## src/hw/rtl/qam16_burst_modulator_core_assert.svh

```systemverilog
// assertion macros for the qam16 burst modulator
`ifndef QAM16_BURST_MODULATOR_CORE_ASSERT_SVH
`define QAM16_BURST_MODULATOR_CORE_ASSERT_SVH

`ifndef SYNTHESIS
`define QAM16_CHECK(lbl, clk_s, rstn_s, prop) \
  lbl: assert property (@(posedge clk_s) disable iff (!rstn_s) prop) \
    else $error("qam16 check failed");
`define QAM16_CHECK_NEVER(lbl, clk_s, rstn_s, cond) \
  lbl: assert property (@(posedge clk_s) disable iff (!rstn_s) !(cond)) \
    else $error("qam16 forbidden condition seen");
`else
`define QAM16_CHECK(lbl, clk_s, rstn_s, prop)
`define QAM16_CHECK_NEVER(lbl, clk_s, rstn_s, cond)
`endif

`endif

```

## src/hw/rtl/qam16_pkg.sv

```systemverilog
// shared types, constants and carrier table for the qam16 burst modulator
`default_nettype none

package qam16_pkg;

  localparam int QDEPTH    = 8;
  localparam int QPTR_W    = $clog2(QDEPTH);
  localparam int LVL_W     = $clog2(QDEPTH + 1);
  localparam int PKT_BITS  = 64;
  localparam int SYM_COUNT = PKT_BITS / 4;
  localparam int SYM_W     = $clog2(SYM_COUNT + 1);
  localparam int NIB_W     = $clog2(SYM_COUNT);
  localparam int TBL_SIZE  = 128;
  localparam int PHASE_W   = $clog2(TBL_SIZE);
  localparam int QTR       = TBL_SIZE / 4;
  localparam int QIDX_W    = $clog2(QTR + 1);

  localparam int CFG_IDX_W  = 2;
  localparam int CFG_DATA_W = 16;

  localparam logic [CFG_IDX_W-1:0] CFG_DC_OFFSET = 2'd0;
  localparam logic [CFG_IDX_W-1:0] CFG_GAIN      = 2'd1;
  localparam logic [CFG_IDX_W-1:0] CFG_REPEAT    = 2'd2;

  localparam logic [7:0]  DC_OFFSET_RST = 8'd88;
  localparam logic [15:0] GAIN_RST      = 16'd5800;
  localparam logic [3:0]  REPEAT_RST    = 4'd2;

  localparam logic OP_PUSH = 1'b0;
  localparam logic OP_TICK = 1'b1;

  // level codes of a 2-bit half nibble
  localparam logic [1:0] LVL_M3 = 2'd0;
  localparam logic [1:0] LVL_M1 = 2'd1;
  localparam logic [1:0] LVL_P3 = 2'd2;
  localparam logic [1:0] LVL_P1 = 2'd3;

  // trunc(127 * sin(m * pi / 64)), m = 0 .. 32
  localparam logic [6:0] QTAB [QTR+1] = '{
    7'd0,   7'd6,   7'd12,  7'd18,  7'd24,  7'd30,  7'd36,  7'd42,
    7'd48,  7'd54,  7'd59,  7'd65,  7'd70,  7'd75,  7'd80,  7'd85,
    7'd89,  7'd94,  7'd98,  7'd102, 7'd105, 7'd108, 7'd112, 7'd114,
    7'd117, 7'd119, 7'd121, 7'd123, 7'd124, 7'd125, 7'd126, 7'd126,
    7'd127
  };

  typedef struct packed {
    logic              en;
    logic [QPTR_W-1:0] addr;
    logic [PKT_BITS-1:0] data;
  } pkt_wr_t;

  typedef struct packed {
    logic              en;
    logic [QPTR_W-1:0] addr;
  } pkt_rd_t;

  typedef struct packed {
    logic               start;
    logic [PHASE_W-1:0] phase;
    logic [1:0]         w_cos;
    logic [1:0]         w_sin;
  } samp_req_t;

  typedef struct packed {
    logic       done;
    logic [7:0] sample;
  } samp_rsp_t;

  // signed sine of one table phase, built from the quarter wave
  function automatic logic signed [7:0] carrier(input logic [PHASE_W-1:0] idx);
    logic [1:0]        quad;
    logic [4:0]        m;
    logic [QIDX_W-1:0] qi;
    logic [7:0]        mag;
    quad = idx[PHASE_W-1 -: 2];
    m    = idx[4:0];
    qi   = quad[0] ? QIDX_W'(QTR - int'(m)) : QIDX_W'(m);
    mag  = {1'b0, QTAB[qi]};
    return quad[1] ? -$signed(mag) : $signed(mag);
  endfunction

  // carrier value times the level of one code
  function automatic logic signed [9:0] weighted(input logic signed [7:0] v,
                                                 input logic [1:0] code);
    logic signed [9:0] v10;
    logic signed [9:0] v3;
    v10 = {{2{v[7]}}, v};
    v3  = v10 + (v10 <<< 1);
    unique case (code)
      LVL_M3: return -v3;
      LVL_M1: return -v10;
      LVL_P3: return v3;
      LVL_P1: return v10;
    endcase
  endfunction

endpackage

`default_nettype wire

```

## src/hw/rtl/qam16_burst_modulator_core.sv

```systemverilog
// top level of the 16-qam burst modulator: queue control, symbol sequencing, output register
// a push result passes through the result and output registers; a tick result also passes
//   the packet store read and the three-stage sample datapath before them; a new item is taken
//   only once the previous result has moved into the output register
// reset: synchronous active-low; clears control, counters and config to defaults
// packet store contents stay undefined until written; no clearing pass is run
`default_nettype none

module qam16_burst_modulator_core (
  input  wire logic                                clk,
  input  wire logic                                rst_n,
  // item channel
  input  wire logic                                in_valid,
  output logic                                     in_stall,
  input  wire logic                                in_opcode,
  input  wire logic [qam16_pkg::PKT_BITS-1:0]      in_packet_data,
  // result channel
  output logic                                     out_valid,
  input  wire logic                                out_stall,
  output logic                                     out_push_accepted,
  output logic                                     out_sample_valid,
  output logic [7:0]                               out_dac_sample,
  output logic                                     out_sending,
  output logic                                     out_packet_done,
  output logic [qam16_pkg::LVL_W-1:0]              out_queue_level,
  // register write channel
  input  wire logic                                cfg_valid,
  output logic                                     cfg_ready,
  input  wire logic [qam16_pkg::CFG_IDX_W-1:0]     cfg_index,
  input  wire logic [qam16_pkg::CFG_DATA_W-1:0]    cfg_wdata
);

  `include "qam16_burst_modulator_core_assert.svh"

  typedef enum logic [1:0] {
    S_IDLE,
    S_SYM,
    S_CALC,
    S_RESULT
  } state_t;

  state_t state_r, state_nxt;

  // configuration registers
  logic [7:0]  dc_offset_r, dc_offset_nxt;
  logic [15:0] gain_r, gain_nxt;
  logic [3:0]  repeat_r, repeat_nxt;

  // queue pointers and fill level
  logic [qam16_pkg::QPTR_W-1:0] wp_r, wp_nxt;
  logic [qam16_pkg::QPTR_W-1:0] rp_r, rp_nxt;
  logic [qam16_pkg::LVL_W-1:0]  count_r, count_nxt;

  // transmit sequencing state
  logic [qam16_pkg::PKT_BITS-1:0] cur_pkt_r, cur_pkt_nxt;
  logic [qam16_pkg::SYM_W-1:0]    sym_r, sym_nxt;
  logic [3:0]                     per_r, per_nxt;
  logic [qam16_pkg::PHASE_W-1:0]  phase_r, phase_nxt;
  logic                           busy_r, busy_nxt;

  // context of the tick in flight
  logic                           ctx_load_r, ctx_load_nxt;
  logic                           ctx_use_r, ctx_use_nxt;
  logic [qam16_pkg::NIB_W-1:0]    ctx_sym_r, ctx_sym_nxt;
  logic [qam16_pkg::PHASE_W-1:0]  ctx_phase_r, ctx_phase_nxt;

  // pending result
  logic                          res_acc_r, res_acc_nxt;
  logic                          res_valid_r, res_valid_nxt;
  logic [7:0]                    res_sample_r, res_sample_nxt;
  logic                          res_sending_r, res_sending_nxt;
  logic                          res_done_r, res_done_nxt;
  logic [qam16_pkg::LVL_W-1:0]   res_level_r, res_level_nxt;

  // output register
  logic                          out_valid_r, out_valid_nxt;
  logic                          out_acc_r, out_acc_nxt;
  logic                          out_svalid_r, out_svalid_nxt;
  logic [7:0]                    out_sample_r, out_sample_nxt;
  logic                          out_sending_r, out_sending_nxt;
  logic                          out_done_r, out_done_nxt;
  logic [qam16_pkg::LVL_W-1:0]   out_level_r, out_level_nxt;

  qam16_pkg::pkt_wr_t    mem_wr;
  qam16_pkg::pkt_rd_t    mem_rd;
  logic [qam16_pkg::PKT_BITS-1:0] mem_rdata;
  qam16_pkg::samp_req_t  dp_req;
  qam16_pkg::samp_rsp_t  dp_rsp;

  // tick helpers
  logic                           in_acc;
  logic                           load;
  logic                           busy_e;
  logic [qam16_pkg::SYM_W-1:0]    sym_e;
  logic [3:0]                     per_e;
  logic [3:0]                     reps;
  logic [4:0]                     per_inc;
  logic [qam16_pkg::SYM_W-1:0]    sym_inc;
  logic                           wrap;
  logic [qam16_pkg::SYM_COUNT-1:0][3:0] pkt_nib;
  logic [3:0]                     nib;

  assign in_acc    = in_valid && !in_stall;
  assign in_stall  = (state_r != S_IDLE);
  assign cfg_ready = 1'b1;

  // tick bookkeeping, all from the state before the tick
  always_comb begin
    reps    = (repeat_r == 4'd0) ? 4'd1 : repeat_r;
    load    = !busy_r && (phase_r == '0) && (count_r != '0);
    busy_e  = busy_r || load;
    sym_e   = load ? '0 : sym_r;
    per_e   = load ? 4'd0 : per_r;
    per_inc = {1'b0, per_e} + 5'd1;
    sym_inc = sym_e + qam16_pkg::SYM_W'(1);
    wrap    = (phase_r == qam16_pkg::PHASE_W'(qam16_pkg::TBL_SIZE - 1));
  end

  // nibble of the current symbol, msb first
  always_comb begin
    pkt_nib = ctx_load_r ? mem_rdata : cur_pkt_r;
    nib     = pkt_nib[qam16_pkg::NIB_W'(qam16_pkg::SYM_COUNT - 1) - ctx_sym_r];
  end

  always_comb begin
    state_nxt       = state_r;
    dc_offset_nxt   = dc_offset_r;
    gain_nxt        = gain_r;
    repeat_nxt      = repeat_r;
    wp_nxt          = wp_r;
    rp_nxt          = rp_r;
    count_nxt       = count_r;
    cur_pkt_nxt     = cur_pkt_r;
    sym_nxt         = sym_r;
    per_nxt         = per_r;
    phase_nxt       = phase_r;
    busy_nxt        = busy_r;
    ctx_load_nxt    = ctx_load_r;
    ctx_use_nxt     = ctx_use_r;
    ctx_sym_nxt     = ctx_sym_r;
    ctx_phase_nxt   = ctx_phase_r;
    res_acc_nxt     = res_acc_r;
    res_valid_nxt   = res_valid_r;
    res_sample_nxt  = res_sample_r;
    res_sending_nxt = res_sending_r;
    res_done_nxt    = res_done_r;
    res_level_nxt   = res_level_r;
    out_valid_nxt   = out_valid_r;
    out_acc_nxt     = out_acc_r;
    out_svalid_nxt  = out_svalid_r;
    out_sample_nxt  = out_sample_r;
    out_sending_nxt = out_sending_r;
    out_done_nxt    = out_done_r;
    out_level_nxt   = out_level_r;

    mem_wr.en   = 1'b0;
    mem_wr.addr = wp_r;
    mem_wr.data = in_packet_data;
    mem_rd.en   = 1'b0;
    mem_rd.addr = rp_r;

    dp_req.start = 1'b0;
    dp_req.phase = ctx_phase_r;
    dp_req.w_cos = ctx_use_r ? nib[3:2] : qam16_pkg::LVL_P1;
    dp_req.w_sin = ctx_use_r ? nib[1:0] : qam16_pkg::LVL_P1;

    // register writes are to arrive only while the block is idle; the block itself does not enforce this
    if (cfg_valid && cfg_ready) begin
      unique case (cfg_index)
        qam16_pkg::CFG_DC_OFFSET: dc_offset_nxt = cfg_wdata[7:0];
        qam16_pkg::CFG_GAIN:      gain_nxt      = cfg_wdata[15:0];
        qam16_pkg::CFG_REPEAT:    repeat_nxt    = cfg_wdata[3:0];
        default: ;
      endcase
    end

    // result taken downstream frees the output register
    if (out_valid_r && !out_stall) begin
      out_valid_nxt = 1'b0;
    end

    unique case (state_r)
      S_IDLE: begin
        if (in_acc) begin
          if (in_opcode == qam16_pkg::OP_PUSH) begin
            res_acc_nxt = 1'b0;
            if (count_r < qam16_pkg::LVL_W'(qam16_pkg::QDEPTH)) begin
              mem_wr.en   = 1'b1;
              wp_nxt      = wp_r + qam16_pkg::QPTR_W'(1);
              count_nxt   = count_r + qam16_pkg::LVL_W'(1);
              res_acc_nxt = 1'b1;
            end
            res_valid_nxt   = 1'b0;
            res_sample_nxt  = 8'd0;
            res_sending_nxt = busy_r;
            res_done_nxt    = 1'b0;
            res_level_nxt   = count_nxt;
            state_nxt       = S_RESULT;
          end else begin
            // packet starts at a carrier period boundary, fetched from the store
            if (load) begin
              mem_rd.en = 1'b1;
              rp_nxt    = rp_r + qam16_pkg::QPTR_W'(1);
              count_nxt = count_r - qam16_pkg::LVL_W'(1);
            end
            ctx_load_nxt  = load;
            ctx_use_nxt   = busy_e && (sym_e < qam16_pkg::SYM_W'(qam16_pkg::SYM_COUNT));
            ctx_sym_nxt   = sym_e[qam16_pkg::NIB_W-1:0];
            ctx_phase_nxt = phase_r;

            res_acc_nxt     = 1'b0;
            res_valid_nxt   = 1'b1;
            res_sending_nxt = busy_e;
            res_done_nxt    = busy_e
                              && (sym_e >= qam16_pkg::SYM_W'(qam16_pkg::SYM_COUNT))
                              && (per_inc >= {1'b0, reps}) && wrap;
            res_level_nxt   = count_nxt;

            // advance phase, period and symbol counters
            phase_nxt = phase_r + qam16_pkg::PHASE_W'(1);
            busy_nxt  = busy_e;
            sym_nxt   = sym_e;
            per_nxt   = per_e;
            if (wrap && busy_e) begin
              if (per_inc >= {1'b0, reps}) begin
                per_nxt = 4'd0;
                if (sym_inc > qam16_pkg::SYM_W'(qam16_pkg::SYM_COUNT)) begin
                  sym_nxt  = '0;
                  busy_nxt = 1'b0;
                end else begin
                  sym_nxt = sym_inc;
                end
              end else begin
                per_nxt = per_inc[3:0];
              end
            end
            state_nxt = S_SYM;
          end
        end
      end
      S_SYM: begin
        // store data is ready now; hand the symbol weights to the datapath
        if (ctx_load_r) begin
          cur_pkt_nxt = mem_rdata;
        end
        dp_req.start = 1'b1;
        state_nxt    = S_CALC;
      end
      S_CALC: begin
        if (dp_rsp.done) begin
          res_sample_nxt = dp_rsp.sample;
          state_nxt      = S_RESULT;
        end
      end
      S_RESULT: begin
        if (!out_valid_r || !out_stall) begin
          out_valid_nxt   = 1'b1;
          out_acc_nxt     = res_acc_r;
          out_svalid_nxt  = res_valid_r;
          out_sample_nxt  = res_sample_r;
          out_sending_nxt = res_sending_r;
          out_done_nxt    = res_done_r;
          out_level_nxt   = res_level_r;
          state_nxt       = S_IDLE;
        end
      end
    endcase
  end

  always_ff @(posedge clk) begin
    if (!rst_n) begin
      state_r     <= S_IDLE;
      dc_offset_r <= qam16_pkg::DC_OFFSET_RST;
      gain_r      <= qam16_pkg::GAIN_RST;
      repeat_r    <= qam16_pkg::REPEAT_RST;
      wp_r        <= '0;
      rp_r        <= '0;
      count_r     <= '0;
      sym_r       <= '0;
      per_r       <= 4'd0;
      phase_r     <= '0;
      busy_r      <= 1'b0;
      out_valid_r <= 1'b0;
    end else begin
      state_r     <= state_nxt;
      dc_offset_r <= dc_offset_nxt;
      gain_r      <= gain_nxt;
      repeat_r    <= repeat_nxt;
      wp_r        <= wp_nxt;
      rp_r        <= rp_nxt;
      count_r     <= count_nxt;
      sym_r       <= sym_nxt;
      per_r       <= per_nxt;
      phase_r     <= phase_nxt;
      busy_r      <= busy_nxt;
      out_valid_r <= out_valid_nxt;
    end
  end

  // payload registers, no reset needed
  always_ff @(posedge clk) begin
    cur_pkt_r     <= cur_pkt_nxt;
    ctx_load_r    <= ctx_load_nxt;
    ctx_use_r     <= ctx_use_nxt;
    ctx_sym_r     <= ctx_sym_nxt;
    ctx_phase_r   <= ctx_phase_nxt;
    res_acc_r     <= res_acc_nxt;
    res_valid_r   <= res_valid_nxt;
    res_sample_r  <= res_sample_nxt;
    res_sending_r <= res_sending_nxt;
    res_done_r    <= res_done_nxt;
    res_level_r   <= res_level_nxt;
    out_acc_r     <= out_acc_nxt;
    out_svalid_r  <= out_svalid_nxt;
    out_sample_r  <= out_sample_nxt;
    out_sending_r <= out_sending_nxt;
    out_done_r    <= out_done_nxt;
    out_level_r   <= out_level_nxt;
  end

  qam16_pkt_mem u_pkt_mem (
    .clk     (clk),
    .wr      (mem_wr),
    .rd      (mem_rd),
    .rd_data (mem_rdata)
  );

  qam16_sample_dp u_sample_dp (
    .clk       (clk),
    .rst_n     (rst_n),
    .dc_offset (dc_offset_r),
    .gain      (gain_r),
    .req       (dp_req),
    .rsp       (dp_rsp)
  );

  assign out_valid         = out_valid_r;
  assign out_push_accepted = out_acc_r;
  assign out_sample_valid  = out_svalid_r;
  assign out_dac_sample    = out_sample_r;
  assign out_sending       = out_sending_r;
  assign out_packet_done   = out_done_r;
  assign out_queue_level   = out_level_r;

  // queue level never passes the store depth
  `QAM16_CHECK(a_level_bound, clk, rst_n, count_r <= qam16_pkg::LVL_W'(qam16_pkg::QDEPTH))
  // a burst ends only on a carrier period boundary
  `QAM16_CHECK(a_end_on_boundary, clk, rst_n, $fell(busy_r) |-> (phase_r == '0))
  // datapath results only show up while a tick is waiting for them
  `QAM16_CHECK(a_dp_in_calc, clk, rst_n, dp_rsp.done |-> (state_r == S_CALC))
  // symbol fetch follows an accepted tick
  `QAM16_CHECK(a_sym_after_tick, clk, rst_n,
    (state_r == S_SYM) |-> $past(in_acc && (in_opcode == qam16_pkg::OP_TICK)))

endmodule

`default_nettype wire

```

## src/hw/rtl/qam16_pkt_mem.sv

```systemverilog
// packet store: synchronous memory, one write and one registered read port
`default_nettype none

module qam16_pkt_mem (
  input  wire logic                         clk,
  input  wire qam16_pkg::pkt_wr_t           wr,
  input  wire qam16_pkg::pkt_rd_t           rd,
  output logic [qam16_pkg::PKT_BITS-1:0]    rd_data
);

  logic [qam16_pkg::PKT_BITS-1:0] mem [qam16_pkg::QDEPTH];
  logic [qam16_pkg::PKT_BITS-1:0] rd_data_r;

  always_ff @(posedge clk) begin
    if (wr.en) begin
      mem[wr.addr] <= wr.data;
    end
  end

  always_ff @(posedge clk) begin
    if (rd.en) begin
      rd_data_r <= mem[rd.addr];
    end
  end

  assign rd_data = rd_data_r;

endmodule

`default_nettype wire

```

## src/hw/rtl/qam16_sample_dp.sv

```systemverilog
// three-stage sample datapath: iq sum, gain multiply, round and saturate
`default_nettype none

module qam16_sample_dp (
  input  wire logic                  clk,
  input  wire logic                  rst_n,
  input  wire logic [7:0]            dc_offset,
  input  wire logic [15:0]           gain,
  input  wire qam16_pkg::samp_req_t  req,
  output qam16_pkg::samp_rsp_t       rsp
);

  logic              v1_r, v2_r, v3_r;
  logic signed [10:0] acc_r, acc_nxt;
  logic signed [27:0] prod_r, prod_nxt;
  logic [7:0]         sample_r, sample_nxt;

  logic signed [7:0]  s_val, c_val;
  logic signed [9:0]  ws, wc;
  logic               neg;
  logic [27:0]        mag;
  logic [11:0]        q;
  logic signed [12:0] val, sum;

  always_comb begin
    s_val   = qam16_pkg::carrier(req.phase);
    c_val   = qam16_pkg::carrier(req.phase + qam16_pkg::PHASE_W'(qam16_pkg::QTR));
    ws      = qam16_pkg::weighted(s_val, req.w_sin);
    wc      = qam16_pkg::weighted(c_val, req.w_cos);
    acc_nxt = {ws[9], ws} + {wc[9], wc};
  end

  assign prod_nxt = acc_r * $signed({1'b0, gain});

  // scale back by 2^16 with truncation toward zero
  always_comb begin
    neg = prod_r[27];
    mag = neg ? 28'(-prod_r) : 28'(prod_r);
    q   = mag[27:16];
    val = neg ? -$signed({1'b0, q}) : $signed({1'b0, q});
    sum = $signed({5'd0, dc_offset}) + val;
    if (sum < 0) begin
      sample_nxt = 8'd0;
    end else if (sum > 13'sd255) begin
      sample_nxt = 8'd255;
    end else begin
      sample_nxt = sum[7:0];
    end
  end

  always_ff @(posedge clk) begin
    if (!rst_n) begin
      v1_r <= 1'b0;
      v2_r <= 1'b0;
      v3_r <= 1'b0;
    end else begin
      v1_r <= req.start;
      v2_r <= v1_r;
      v3_r <= v2_r;
    end
  end

  always_ff @(posedge clk) begin
    acc_r    <= acc_nxt;
    prod_r   <= prod_nxt;
    sample_r <= sample_nxt;
  end

  assign rsp.done   = v3_r;
  assign rsp.sample = sample_r;

endmodule

`default_nettype wire

```

## config.mk

```make
export PLATFORM = sky130hd
export DESIGN_NAME = qam16_burst_modulator_core
export DESIGN_NICKNAME = d
export VERILOG_FILES = /design/src/hw/rtl/qam16_pkg.sv /design/src/hw/rtl/qam16_burst_modulator_core.sv /design/src/hw/rtl/qam16_pkt_mem.sv /design/src/hw/rtl/qam16_sample_dp.sv
export VERILOG_INCLUDE_DIRS = /design/src /design/src/hw/rtl
export SDC_FILE = /design/constraint.sdc
export NUM_CORES = 1
export LEC_CHECK = 0
export ABC_AREA = 1
export BUFFER_PORTS_ARGS = -buffer_cell sky130_fd_sc_hd__buf_2
export CAP_MARGIN = 15
export CORE_MARGIN = 2
export CORE_UTILIZATION = 43
export CTS_BUF_LIST = sky130_fd_sc_hd__clkbuf_4 sky130_fd_sc_hd__clkbuf_8
export DETAILED_ROUTE_END_ITERATION = 7
export GPL_TIMING_DRIVEN = 0
export PLACE_DENSITY_LB_ADDON = 0.12
export SLEW_MARGIN = 25
export SYNTH_ARGS = -nofsm -noshare
export SYNTH_HDL_FRONTEND = slang
export SYNTH_SLANG_ARGS = --single-unit
```

## constraint.sdc

```tcl
create_clock -name clk -period 13 [get_ports clk]
set_input_delay 0.65 -clock clk [delete_from_list [all_inputs] [get_ports clk]]
set_output_delay 0.65 -clock clk [all_outputs]
set_load 0.02 [all_outputs]
```

# == Yosys cells after proc, flatten, opt, wreduce, memory -nomap -nowiden ==
# Memories as Yosys holds them, arrays and structs flattened. A register that Yosys moved wholly into a read port is not among the register bits.
# Index checks and enable logic that the tools add are counted.
# totals
register_bits,217
mem_bits_rw,512
rom_bits,896
in_bits,88
output_inout_bits,19
elab_cells,182
n_memories,3
# op_classes
addsub,23
multipliers,1
n_lt_le_gt_ge,10
eq_ne,16
mux,57
bitwise_logic,3
reduce_logical,34
# memory_table
name,depth,width,rd,rd_ports_with_merged_regs,wr,line_no,rtl
u_pkt_mem.mem,8,64,1,1,1,qam16_pkt_mem.sv:11,logic [qam16_pkg::PKT_BITS-1:0] mem [qam16_pkg::QDEPTH];
(name not given),64,7,1,0,0,qam16_pkg.sv:79,"mag = {1'b0, QTAB[qi]};"
(name not given),64,7,1,0,0,qam16_pkg.sv:79,
# ops
op,n
$pmux 10 s4,2
$mux 64,1
$mux 8,6
$mux 4,8
$mul 11x17->28,1
$mux 28,1
$mux 7,4
$neg 28->28,1
$add 8x9->10,2
$mux 5,4
$neg 10->10,2
$neg 8->10,2
$mux 1,19
$bmux 4 s4,1
$neg 7->8,2
$pmux 8 s2,1
$eq 2x2->1 const B,7
$ge 7x7->1 const B,2
$not 6->7,2
$add 9x13->13,1
$gt 13x9->1 const B,1
$lt 13x1->1 const B,1
$mux 13,1
$neg 12->13,1
other kinds (35),71

# == Logic depth before layout (Yosys ltp) ==
# depth
word_depth,13
ltp_mapped,38
ltp_nobuf,38

# == Hierarchy ==
# From an unflattened synthesis, not the netlist that was laid out.
# hier_totals
hier_cells,4847
hier_area_um2,43734.4
# modules_own_cells
mod,n_inst,cells_each,area_per_inst_um2
qam16_pkt_mem,1,2294,24298.3
qam16_sample_dp,1,1708,11818.8
qam16_burst_modulator_core,1,845,7617.3

# == Worst setup path after synthesis ==
# OpenSTA, ideal clock, no wires.
# synth_timing
path_kind,input port to flip-flop
startpoint,input port in_opcode
endpoint,memory u_pkt_mem.mem[1][0] (netlist bit) (enable)
setup_time_ns,0.565
t_arrival_ns,5.628
required_time_ns,12.435
path_slack_ns,6.807
stages,7
path_buffers,0
path_cell_list,nor2_1 inv_1 nor2_1 inv_1 nor2_1 inv_1 nor3_1
# synth_via
elab_chain_len,5
# synth_rtl
element,line_no,rtl
start: declaration,qam16_burst_modulator_core.sv:15,"input wire logic in_opcode,"
$mux 1,qam16_burst_modulator_core.sv:185,if (in_opcode == qam16_pkg::OP_PUSH) begin
$mux 1,qam16_burst_modulator_core.sv:184,if (in_acc) begin
$mux 1,qam16_burst_modulator_core.sv:182,unique case (state_r)
$mux 1,qam16_pkt_mem.sv:15,if (wr.en) begin
$mux 1 (implied by the code),qam16_pkt_mem.sv:16,mem[wr.addr] <= wr.data;
end: declaration,qam16_pkt_mem.sv:11,
# No other way between the ends.

# == Worst setup path after layout ==
# layout_timing
startpoint,register u_sample_dp.acc_r[2]
endpoint,register u_sample_dp.prod_r[27]
# layout_via
elab_chain_len,1
# layout_rtl
element,line_no,rtl
start: declaration,qam16_sample_dp.sv:14,"logic signed [10:0] acc_r, acc_nxt;"
start signal: assignment,qam16_sample_dp.sv:64,acc_r <= acc_nxt;
$mul 11x17->28,qam16_sample_dp.sv:33,"assign prod_nxt = acc_r * $signed({1'b0, gain});"
named net u_sample_dp.prod_nxt[27],qam16_sample_dp.sv:15,"logic signed [27:0] prod_r, prod_nxt;"
end signal: assignment,qam16_sample_dp.sv:65,prod_r <= prod_nxt;
end: declaration,qam16_sample_dp.sv:15,
# The timed path passes the listed nets, and every way through them passes these cells.
# A chain may end at the register's enable or synchronous reset.

==> impl_metrics.yaml <==
run_status:
  status: "completed"
pwr:
  ir_drop_mv: 0.7044
  power_density_nw_per_um2: 284.3
  p_leak_nw: 19.11
drt:
  vias: 28990
  wirelength_mm: 106.1
  via_per_inst: 5.083
  route.detailed.drc: 0
  first_pass_iters: 6
  ant_nets: 0
  wire_per_inst_um: 18.60
  detail_route.iter0.violations: 2235
timing:
  slew_headroom_pct: 31.85
  slew_viol_final: 0
  finalHoldViolCount: 0
  fin_worst_skew_ns: 0.05051
  period_share_pct: 54.33
  fmax_mhz: 141.6
  worst_slew_pin_slew_ns: 1.022
  min_period_ns: 7.063
  setup_tns_ns: 0
  finalWorstSetupSlack_ns: 5.937
  rsz0062_at_grt: "no"
  setup_viol: 0
synth:
  synth_top_area_share_pct: 50.69
  postSynthAreaPerCell_um2: 10.05
  synth_top_family_by_area: "simple AND/OR/NAND/NOR gates"
  synth_area_leaders: "edfxtp_1, nand2_1, fa_1"
  synth_nets: 4405
  ys_warn_count: 0
  synth_fa_ha_area_share_pct: 11.04
  synth_compound_area_share_pct: 9.126
  synth-main-ff-cell: "edfxtp_1"
  synth_edf_count: 685
  synth_common_cells: "nand2_1, edfxtp_1, nor2_1"
  synth_most_common_cell: "nand2_1"
  netlist_area_um2: 40580
  synth_area_leader_cell: "edfxtp_1"
  synthMuxAreaShare_pct: 0
  seq_area_frac_synth_pct: 56.02
  async_flop_share_pct: 0
  synth_xor_area_share_pct: 1.400
  synth.distinct_cells: 59
  synth-seq-cells: 793
  syn_inst: 4037
  synthSimpleGateAreaFrac_pct: 16.58
final_layout:
  nets: 4707
  drive_above_1_share_pct: 11.61
  synthToLayoutAreaGrowth_pct: 14.35
clock_network:
  htree_levels: 4
  cts_tree: "yes"
  cts_made_buffers: 140
  insertion_delay_ns: 0.83
  clk_pin_slew_worst_paths_ns: 0.06
  clockRootBuffer: "clkbuf_8"
  clockBufferDepth: 3
  cts_resized: 0
  cts.sink_count: 793
  postCtsSetupRepairBufs: 0
floorplanning:
  initial_core_util_pct: 43.42
  row_count: 112
  die_w_um: 311.2
  dieArea_um2: 96850
  core_area_um2: 93470
  num_io_pins: 107
  fp.dieH_um: 311.2
critical_path:
  end_kind: "register"
  cp.required_ns: 13.70
  critical_path.max_fanout: 10
  critPathArrivalTime_ns: 7.76
  criticalPathCategory: "reg -> reg"
  cp-start-kind: "register"
  r2r_start: "u_sample_dp.acc_r[2]"
  critPathLaunch: "u_sample_dp.acc_r[2]"
hold_path:
  hold_start: "cfg_wdata[5]"
  hp-class: "in -> reg"
place:
  dp_slack_ns: 5.835
  hpwl_mm: 76.63
  gp_congestion: 0.8468
  portBuffers: 105
flow_run:
  drv_cap: 0
grt:
  grt_overflow_total: 0
  grt_pass1_vias: 29140
  track_usage_pct: 22.13
  antenna_found_initial: 13
  grt_first_pass_wirelength_mm: 166.4
  grt_max_degree: 36
[area by class of cell]
class,count,area [µm²]
Antenna cell,4,10.01
Buffer,180,711.9
Clock buffer,199,2401
Clock inverter,49,357.8
Fill cell,8726,47070
Inverter,440,1654
Multi-Input combinational cell,2624,15580
Sequential cell,793,22730
Tap cell,1254,1569
Timing Repair Buffer,160,1388
[power breakdown]
part           switching [mW]  total [mW]  internal (mW)  leakage, nW
registers               0.114        3.35           3.24         7.11
clock network            1.06        2.28           1.23         1.45
logic                    4.69        7.56           2.87         10.5
[final timing paths]
kind / endpoint / slack (ns) / cells after the start
max: u_sample_dp.prod_r[27] / 5.94 / 25
min: gain_r[5] / 0.09 / 3
max reg2reg: u_sample_dp.prod_r[27] / 5.94 / 25
min reg2reg: out_dac_sample[7] / 0.39 / 0
[repair_timing]
action | CTS | global route
hold buffers | 7 | 0
endpoints found under the setup margin | 0 | 0
endpoints found under the hold margin | 7 | 0
[registers in the layout, summed over array words and instances (netlist names), 8 cells and up]
name                  count
u_sample_dp.prod_r       28
gain_r                   16
u_pkt_mem.rd_data        64
out_dac_sample            8
dc_offset_r               8
res_sample_r              8
cur_pkt_r                64
u_pkt_mem.mem           512
u_sample_dp.acc_r        11
u_sample_dp.sample_r      8
[critical path: stages, from the launching register on]
cell and delay, ns:
dfxtp_1 0.30, clkbuf_1 0.38, clkbuf_1 0.45, nand2_1 0.15, fa_1 0.56, inv_1 0.04, ha_1 0.19, fa_1 0.54
inv_1 0.05, fa_1 0.48, fa_1 0.54, inv_1 0.04, ha_1 0.34, nand2_1 0.06, nor2_1 0.10, a211oi_1 0.07
o21ai_0 0.41, a31oi_1 0.28, nor2_1 0.16, nor2_1 0.10, o21ai_0 0.59, a21oi_1 0.25, o21ai_0 0.46, nand2_1 0.09
o211a_1 0.14, xor2_1 0.15
[routing by layer]
metal  share of wire [%]  wire length, µm  up-vias  global-route usage (%)
met1                  44            46390    13830                   28.86
met3                 5.5             5836      201                   3.806
met2                  48            51020      770                   37.33
li1                    -                -    14180                       -
met5               0.091               97        -                       0
met4                 2.6             2749       14                   7.543
[stage by stage]
step	total power, mW	utilization [%]	instance area (µm²)	hold WS, ns	std cells
2_1_floorplan	9.039	-	40580	0.3905	4037
3_3_place_gp	10.87	45.66	42680	0.3922	5396
3_5_place_dp	10.94	46.61	43560	0.3984	5444
4_1_cts	13.32	49.63	46390	0.01488	5699
5_1_grt	14.50	49.65	46400	0.05541	5703
6_report	13.19	49.65	46400	0.08851	5703
[kinds of logic after synthesis]
logic type | Yosys count
XOR/XNOR | 64
flip-flops | 793
AND/OR/NAND/NOR | 1614
other | 1
AO/OA/AOI/OAI | 665
adder cells (fa/ha/maj) | 280
buffers and inverters | 620
[placed cells by master, fill, tap and decap left out, types with 10 or more instances in the layout]
| master | instances |
|---|---|
| buf_2 | 106 |
| inv_1 | 420 |
| clkinv_1 | 30 |
| ha_1 | 149 |
| xor2_1 | 43 |
| nand2_2 | 33 |
| fa_1 | 130 |
| nor2_2 | 13 |
| clkbuf_4 | 54 |
| xnor2_1 | 20 |
| nor2_1 | 617 |
| nor3_1 | 17 |
| a21oi_1 | 80 |
| nand3_1 | 121 |
| o22ai_1 | 73 |
| nand4_1 | 13 |
| o21ai_0 | 369 |
| nand2_4 | 11 |
| a31oi_1 | 74 |
| buf_16 | 15 |
| o221ai_1 | 13 |
| edfxtp_1 | 685 |
| inv_2 | 15 |
| clkbuf_1 | 162 |
| nand2_1 | 723 |
| buf_1 | 10 |
| dfxtp_1 | 108 |
| buf_4 | 24 |
| clkbuf_8 | 145 |
| or2_2 | 21 |
| nand3_2 | 13 |
No activity file was read; power rests on OpenSTA's default activity.
